===== config.mk =====
export PLATFORM = sky130hd
export DESIGN_NAME = finite_difference_derivative_top
export DESIGN_NICKNAME = d
export VERILOG_FILES = /design/src/rtl/fdd_pkg.sv /design/src/rtl/finite_difference_derivative_top.sv
export SDC_FILE = /design/constraint.sdc
export NUM_CORES = 2
export LEC_CHECK = 0
export BUFFER_PORTS_ARGS = -buffer_cell sky130_fd_sc_hd__clkbuf_2
export CAP_MARGIN = 25
export CORE_UTILIZATION = 40
export CTS_BUF_LIST = sky130_fd_sc_hd__clkbuf_4 sky130_fd_sc_hd__clkbuf_8
export CTS_CLUSTER_DIAMETER = 30
export DETAILED_ROUTE_END_ITERATION = 8
export GPL_ROUTABILITY_DRIVEN = 1
export PLACE_DENSITY_LB_ADDON = 0.15
export SYNTH_ARGS = -nofsm -noshare
export SYNTH_HDL_FRONTEND = slang
export SYNTH_SLANG_ARGS = --single-unit

===== constraint.sdc =====
create_clock -name i_clk -period 8.96 [get_ports i_clk]
set_input_delay 2.688 -clock i_clk [delete_from_list [all_inputs] [get_ports i_clk]]
set_output_delay 2.688 -clock i_clk [all_outputs]
set_load 0.005 [all_outputs]

===== src/rtl/fdd_pkg.sv =====
`timescale 1ns / 1ps
// Package for the finite-difference derivative block.
// Holds the transfer payload types, status and order codes, the sequencer states and the saturation limits.
// Has no dependencies.
package fdd_pkg;

    typedef struct packed {
        logic [31:0]        sample_time;
        logic signed [31:0] sample_value;
        logic               restart;
    } t_in_item;

    typedef struct packed {
        logic [32:0]        mid_time_doubled;
        logic signed [47:0] derivative;
        logic [1:0]         status;
    } t_out_item;

    typedef enum logic [2:0] {
        S_IDLE,
        S_MUL,
        S_DIV,
        S_RND,
        S_FIN
    } t_state;

    localparam logic [1:0] ST_OK      = 2'd0;
    localparam logic [1:0] ST_NOT_INC = 2'd1;
    localparam logic [1:0] ST_SAT     = 2'd2;

    localparam logic [1:0] ORDER_FIRST  = 2'd1;
    localparam logic [1:0] ORDER_SECOND = 2'd2;

    localparam logic [47:0] DER_MAX_POS = 48'h7FFF_FFFF_FFFF;
    localparam logic [47:0] DER_MAX_NEG = 48'h8000_0000_0000;

endpackage


===== src/rtl/finite_difference_derivative_top.sv =====
`timescale 1ns / 1ps
// Top level of the finite-difference derivative block: history, sequencer and divider.
// Depends on fdd_pkg.
//
// The block accepts one timestamped sample per transfer and, once enough history is
// held, returns a first or second derivative in signed fixed point with FRAC_BITS
// fraction bits, rounded to nearest and saturated to 48 bits. A sample that gives no
// result only updates the history. A sample whose timestamps do not increase goes
// straight to the output step and yields a zero derivative with status ST_NOT_INC.
// Otherwise the result passes through a multiply step for the squared span, a
// restoring divider that forms one quotient bit per cycle, a rounding step and an
// output step. The output step waits while the output register still holds an
// earlier result. The input side is ready again in the cycle after the result is
// loaded into the output register, so a waiting result does not block the next
// sample.
module finite_difference_derivative_top #(
    parameter int FRAC_BITS = 16
) (
    input  logic              i_clk,
    input  logic              i_rst_n,
    input  logic              i_cfg_we,
    input  logic [1:0]        i_cfg_wdata,
    input  logic              i_in_valid,
    output logic              o_in_ready,
    input  fdd_pkg::t_in_item i_in_data,
    output logic              o_out_valid,
    input  logic              i_out_ready,
    output fdd_pkg::t_out_item o_out_data
);
    import fdd_pkg::*;

    localparam int NUMW = 36 + FRAC_BITS + 1;
    localparam int CNTW = $clog2(NUMW);
    localparam int MAGW = (NUMW > 49) ? NUMW : 49;

    t_state r_state, n_state;
    logic [1:0]  r_order, n_order;
    logic [1:0]  r_hist, n_hist;
    logic [31:0] r_past_time [2];
    logic [31:0] n_past_time [2];
    logic signed [31:0] r_past_value [2];
    logic signed [31:0] n_past_value [2];
    logic [32:0] r_mid, n_mid;
    logic        r_neg, n_neg;
    logic [35:0] r_num, n_num;
    logic [31:0] r_span, n_span;
    logic        r_second, n_second;
    logic        r_notinc, n_notinc;
    logic [63:0] r_den, n_den;
    logic [63:0] r_rem, n_rem;
    logic [NUMW-1:0] r_quo, n_quo;
    logic [NUMW-1:0] r_mag, n_mag;
    logic [CNTW-1:0] r_cnt, n_cnt;
    logic        r_out_valid, n_out_valid;
    t_out_item   r_out_data, n_out_data;

    logic        w_second;
    logic [1:0]  w_hist;
    logic        w_has_result;
    logic        w_inc;
    logic [31:0] w_t, w_t0;
    logic signed [34:0] w_y, w_y1, w_y0, w_d;
    logic [34:0] w_abs;
    logic [35:0] w_num;
    logic [64:0] w_trial;
    logic        w_ge;
    logic [63:0] w_sq;
    logic [MAGW-1:0] w_mag_ext, w_lim;
    logic        w_sat;
    logic [47:0] w_mag48;

    assign w_second     = (r_order == ORDER_SECOND);
    assign w_hist       = i_in_data.restart ? 2'd0 : r_hist;
    assign w_has_result = w_second ? (w_hist == 2'd2) : (w_hist != 2'd0);
    assign w_t          = i_in_data.sample_time;
    assign w_t0         = w_second ? r_past_time[0] : r_past_time[1];
    assign w_inc        = w_second ? ((r_past_time[1] > r_past_time[0]) && (w_t > r_past_time[1]))
                                   : (w_t > r_past_time[1]);
    assign w_y          = 35'(i_in_data.sample_value);
    assign w_y1         = 35'(r_past_value[1]);
    assign w_y0         = 35'(r_past_value[0]);
    assign w_d          = w_second ? (w_y - (w_y1 <<< 1) + w_y0) : (w_y - w_y1);
    assign w_abs        = w_d[34] ? 35'(-w_d) : 35'(w_d);
    assign w_num        = w_second ? {w_abs[33:0], 2'b00} : 36'(w_abs);

    assign w_sq         = r_span * r_span;

    assign w_trial      = {r_rem, r_quo[NUMW-1]};
    assign w_ge         = (w_trial >= {1'b0, r_den});

    assign w_mag_ext    = MAGW'(r_mag);
    assign w_lim        = r_neg ? MAGW'(DER_MAX_NEG) : MAGW'(DER_MAX_POS);
    assign w_sat        = (w_mag_ext > w_lim);
    assign w_mag48      = w_sat ? w_lim[47:0] : w_mag_ext[47:0];

    always_comb begin
        n_state      = r_state;
        n_order      = r_order;
        n_hist       = r_hist;
        n_past_time  = r_past_time;
        n_past_value = r_past_value;
        n_mid        = r_mid;
        n_neg        = r_neg;
        n_num        = r_num;
        n_span       = r_span;
        n_second     = r_second;
        n_notinc     = r_notinc;
        n_den        = r_den;
        n_rem        = r_rem;
        n_quo        = r_quo;
        n_mag        = r_mag;
        n_cnt        = r_cnt;
        n_out_valid  = r_out_valid;
        n_out_data   = r_out_data;

        if (i_cfg_we) begin
            n_order = i_cfg_wdata;
        end
        if (r_out_valid && i_out_ready) begin
            n_out_valid = 1'b0;
        end

        case (r_state)
            S_IDLE: begin
                if (i_in_valid) begin
                    n_past_time[0]  = r_past_time[1];
                    n_past_value[0] = r_past_value[1];
                    n_past_time[1]  = w_t;
                    n_past_value[1] = i_in_data.sample_value;
                    n_hist          = (w_hist == 2'd2) ? 2'd2 : w_hist + 2'd1;
                    if (w_has_result) begin
                        n_mid    = 33'(w_t0) + 33'(w_t);
                        n_neg    = w_d[34];
                        n_num    = w_num;
                        n_span   = w_t - w_t0;
                        n_second = w_second;
                        n_notinc = !w_inc;
                        n_state  = w_inc ? S_MUL : S_FIN;
                    end
                end
            end
            S_MUL: begin
                n_den   = r_second ? w_sq : 64'(r_span);
                n_quo   = {r_num, (FRAC_BITS + 1)'(0)};
                n_rem   = '0;
                n_cnt   = '0;
                n_state = S_DIV;
            end
            S_DIV: begin
                n_rem = w_ge ? 64'(w_trial - {1'b0, r_den}) : w_trial[63:0];
                n_quo = {r_quo[NUMW-2:0], w_ge};
                n_cnt = r_cnt + CNTW'(1);
                if (r_cnt == CNTW'(NUMW - 1)) begin
                    n_state = S_RND;
                end
            end
            S_RND: begin
                n_mag   = {1'b0, r_quo[NUMW-1:1]} + NUMW'(r_quo[0]);
                n_state = S_FIN;
            end
            S_FIN: begin
                if (!r_out_valid || i_out_ready) begin
                    n_out_valid                 = 1'b1;
                    n_out_data.mid_time_doubled = r_mid;
                    if (r_notinc) begin
                        n_out_data.derivative = '0;
                        n_out_data.status     = ST_NOT_INC;
                    end else begin
                        n_out_data.derivative = r_neg ? $signed(-w_mag48) : $signed(w_mag48);
                        n_out_data.status     = w_sat ? ST_SAT : ST_OK;
                    end
                    n_state = S_IDLE;
                end
            end
            default: begin
                n_state = S_IDLE;
            end
        endcase
    end

    always_ff @(posedge i_clk) begin
        if (!i_rst_n) begin
            r_state         <= S_IDLE;
            r_order         <= ORDER_FIRST;
            r_hist          <= 2'd0;
            r_past_time[0]  <= '0;
            r_past_time[1]  <= '0;
            r_past_value[0] <= '0;
            r_past_value[1] <= '0;
            r_out_valid     <= 1'b0;
        end else begin
            r_state      <= n_state;
            r_order      <= n_order;
            r_hist       <= n_hist;
            r_past_time  <= n_past_time;
            r_past_value <= n_past_value;
            r_out_valid  <= n_out_valid;
        end
    end

    always_ff @(posedge i_clk) begin
        r_mid      <= n_mid;
        r_neg      <= n_neg;
        r_num      <= n_num;
        r_span     <= n_span;
        r_second   <= n_second;
        r_notinc   <= n_notinc;
        r_den      <= n_den;
        r_rem      <= n_rem;
        r_quo      <= n_quo;
        r_mag      <= n_mag;
        r_cnt      <= n_cnt;
        r_out_data <= n_out_data;
    end

    assign o_in_ready  = (r_state == S_IDLE);
    assign o_out_valid = r_out_valid;
    assign o_out_data  = r_out_data;

endmodule


Word level (Yosys, flattened, before mapping)
Cells that the tools add are included.

Bits in registers: 563. Input port bits: 72. Logic and storage cells: 90.

Add/sub/neg operators: 11. Multipliers: 1. $lt $le $gt $ge: 4. Equal/unequal tests: 11. Muxes and demuxes: 26. Reduce and logical (&&, ||, !) cells: 12.

Operator list (number): $mux W48 (3); $pmux W64 S2 (1); $pmux W53 S2 (1); $mux W35 (3); $ge A65 B64 Y1 (1); $gt A32 B32 Y1 (2); $mul A32 B32 Y64 (1); $mux W32 (2); $mux W64 (1); $sub A64 B64 Y64 (1); $add A52 B1 Y53 (1); $gt A53 B48 Y1 (1); $neg A48 Y48 (1); $add A34 B32 Y35 (1); $neg A35 Y35 (1); $sub A32 B33 Y34 (1); $add A32 B32 Y33 (1); $sub A32 B32 Y33 (1); $sub A32 B32 Y32 (1); $mux W3 (5); $pmux W3 S5 (1); $pmux W6 S2 (1); $add A6 B1 Y6 const B (1); $eq A3 B2 Y1 const B (2); other kinds (17) (30).

Longest topological paths before layout
Word-level depth: 7. Depth in mapped cells: 34.

Worst setup path before layout
No wires, ideal clock.

Kind: register to register. From: register r_state[0]. To: register r_cnt[0] (enable). Setup time: 0.497 ns. Arrival time: 8.300 ns. Required time: 8.463 ns. Setup slack: 0.163 ns. Stages on the path, launching flop included: 3. Buffers on the path: 0. Clock period less this slack: 8.797 ns. Cells stage by stage: dfxtp_1 nor3b_1 nand2b_1.

Word-level cells in the longest chain between the ends: 2.

RTL lines: start: declaration (line finite_difference_derivative_top.sv:36) `t_state r_state, n_state;`; start signal: assignment (line finite_difference_derivative_top.sv:192) `r_state <= n_state;`; $eq A3 B2 Y1 or $eq A3 B1 Y1 (tied branches) (line finite_difference_derivative_top.sv:123) `case (r_state)`; $reduce_bool A2 Y1 (no source line) (*); end signal: assignment (line finite_difference_derivative_top.sv:212) `r_cnt <= n_cnt;`; end: declaration (line finite_difference_derivative_top.sv:53) `logic [CNTW-1:0] r_cnt, n_cnt;`.

Mark *: on every way between the ends. The rest lies on a longest branch, timed or not. A chain may end at the register's enable or synchronous reset.

Worst setup path in the final report
From: register r_span[17]. To: register r_den[57], data pin.

Word-level cells in the longest chain between the ends: 1.

RTL lines: start: declaration (line finite_difference_derivative_top.sv:46) `logic [31:0] r_span, n_span;`; start signal: assignment (line finite_difference_derivative_top.sv:205) `r_span <= n_span;`; $mul A32 B32 Y64 (line finite_difference_derivative_top.sv:86) `assign w_sq = r_span * r_span;`; end signal: assignment (line finite_difference_derivative_top.sv:208) `r_den <= n_den;`; end: declaration (line finite_difference_derivative_top.sv:49) `logic [63:0] r_den, n_den;`.

No other way between the ends.

==> metrics.txt <==
Worst Setup End Kind=flop; fmax=118 MHz; Simple-Gate Fraction of Synth Area=0.146; FF-to-FF Start=r_span[17]; EDFF count, synth=426; cts bufs inserted=153; Worst R2R Setup Slack=0.49 ns; Slew Limit Fails=0; fin crit share=0.946; Final setup violation count=0; Seq/Total Area, Yosys=0.225; crit path max fanout=11; fraction of layout cells with a size suffix above 1=0.0873; largest family of logic cells by synthesized area=adder cells; HP Start=r_mid[23]; aggregate global routing overflow=0; post-synth top area cell=fa_1; RR Endpoint=r_den[57]; CTS tree=built; CP top delay family=adder cells; die width=417 µm; Die H=417 µm; drt drc=0; core area=170,000 µm²; prevailing post-synth register cell=edfxtp_1; most frequent cells in the layout=inv_1, nand2_1, fa_1, ha_1, edfxtp_1; setup TNS=0 ns; Final Hold Vio Count=0; commonest non-fill, non-tap cell in the layout=inv_1; Cells after Synth=7,627; Worst Path Class, Setup=reg -> reg; Hold Path End=o_out_data[73]; vias in the first global route=54,601; Final HPWL DP=153 mm; initial antenna violation count=10; worst r2r path cells=30; count of nets after finishing=9,298; post-synth top area share=0.243; Synth Cell Area=68,900 µm²; CP most frequent cell=fa_1; Async SR Flop Fraction=0; Yosys warnings=0; root buffer cell=clkbuf_8; number of max-cap violations=0; initial core utilization=0.405; Area Growth Syn to Fin=10.8%; unrepaired setup endpoints after global routing=no; outcome=complete, no violations; PortBufs=156; adder-cell area share of the yosys netlist=0.353; Max clock buf depth=3; GPL Wtd Cong=0.910; drt pass-1 iters=6; biggest cell delay along the critical path=0.59 ns; Hold Buf Count CTS=0; I/O Pins=157; per-cell routed wire length=18.9 µm; clk_lat worst skew=0.91 ns; aggregate routed wire length=193 mm; post-layout min period=8.47 ns; largest net degree at the start of global routing=95; CTS H-tree depth=4; total track usage=0.225; CTS clk-pin slew, worst paths=0.05 ns; WP data arrival=9.08 ns; num rows=151; hold depth=0; syn nets=9,140; post-synth cell types=96; CTS Sinks=562; Vias/cell=5.15; Max-slew headroom=0.347; FILL cells=16,806; Compound-Gate Fraction of Synth Area=0.131; worst clock skew=0.0452 ns; Setup crit start kind=flop; DR iter-0 viols=3,155; routed vias=52,544; Critical Path RT=9.57 ns; worst-margin pin slew=0.955 ns; xor and xnor area share after synthesis=0.0414; top cells by area, synth=fa_1, edfxtp_1, ha_1; Slowest cell on crit path=edfxtp_1; mux cell area share after synthesis=0.00949; Avg Cell Area, Syn=9.04 µm²; die area=174,000 µm²; first-pass GRT wire length=307 mm; worst min path class=reg -> reg; Post-DRT Antenna Nets=0; CP bufs+invs=8; FF+latch count, synth=562
## cells by family after synthesis
kind of cell,after synthesis
and+or+nand+nor,2120
buffers and inverters,1737
adders and majority gates,1441
AOI/OAI and AO/OA,1378
DFF,562
xor gates and xnor gates,326
muxes,63
## worst reg2reg max path, delay by kind of cell, from the launching register on
kind | cells | cell delay, ns
flops | 1 | 0.59
buf+inv | 8 | 1.01
xor+xnor | 1 | 0.20
simple gates | 2 | 0.29
compound gates | 10 | 1.78
fa+ha+maj | 9 | 4.30
## routing by layer
layer,vias to the layer above,part of all wire,track usage
li1,25211,-,-
met3,218,0.049,0.0330
met5,-,0,0
met4,0,0.019,0.0572
met2,1190,0.46,0.368
met1,25925,0.47,0.312
## per-stage QoR
| step | hold WS, ns | cell area, µm² | utilization | instances | worst slack, ns |
|---|---|---|---|---|---|
| 2_1_floorplan | 0.400 | 68900 | - | 7627 | 0.163 |
| 3_3_place_gp | 0.406 | 72800 | 0.428 | 9919 | 0.0482 |
| 3_5_place_dp | 0.405 | 72800 | 0.428 | 9919 | 0.0555 |
| 4_1_cts | 0.421 | 76300 | 0.448 | 10196 | 0.0327 |
| 5_1_grt | 0.425 | 76400 | 0.449 | 10205 | 0.00575 |
| 6_report | 0.419 | 76400 | 0.449 | 10207 | 0.486 |
## Yosys cell counts (18+ instances only)
cell type  number
o211ai_1       42
or3_1          42
ha_1          605
a21oi_1       387
o21a_1         44
a21boi_0      141
nor3_1         80
o21bai_1       49
a31oi_1        31
a211oi_1       49
and3_1         59
mux2i_1        44
and2_1        288
nand4_1        77
a21o_1        192
nor2_1        332
dfxtp_1       136
xnor2_1       211
inv_1        1424
nor4_1         18
clkbuf_1      291
nand2b_1       57
nand3_1        86
xor2_1        115
or2_2          32
a311oi_1       18
o21ai_0       237
fa_1          836
nor2b_1        48
edfxtp_1      426
nand2_1       934
mux2_2         19
## layout make-up
class | count | area, µm² | area share
timing repair buffer | 310 | 2120 | 0.0278
antenna | 5 | 12.5 | 0.000164
clock inverter | 89 | 1070 | 0.0141
clock buffer | 188 | 2410 | 0.0315
sequential | 562 | 15500 | 0.203
inverter | 1430 | 5370 | 0.0703
tap | 2295 | 2870 | 0.0376
multi-input combinational | 5328 | 47000 | 0.615
## worst max path at each step
stage | slack [ns] | start | cells after the start | to
6_report | 0.49 | r_span[17] | 30 | r_den[57]
5_1_grt | 0.006 | r_span[7] | 32 | r_den[63]
4_1_cts | 0.03 | r_span[7] | 31 | r_den[62]
3_5_place_dp | 0.06 | r_span[7] | 31 | r_den[62]
3_3_place_gp | 0.05 | r_span[7] | 31 | r_den[62]
2_1_floorplan | 0.16 | r_state[0] | 2 | r_cnt[0]
## what timing repair did
action | CTS | global route
buffers inserted | 0 | 6
setup endpoints to repair | 0 | 17
hold endpoints to repair | 0 | 0
resized for setup | 0 | 17
## registers in the layout, indices dropped and copies added, names as in the netlist, 2 cells and up
register	count
o_out_data	83
r_den	64
r_past_time	64
r_past_value	64
r_rem	64
r_mag	53
r_quo	53
r_num	36
r_mid	33
r_span	31
r_cnt	6
r_state	3
r_hist	2
r_order	2
Power is left out: the tool's default activity adds up to more than one toggle a clock period on the data nets, which glitch-free logic cannot reach.
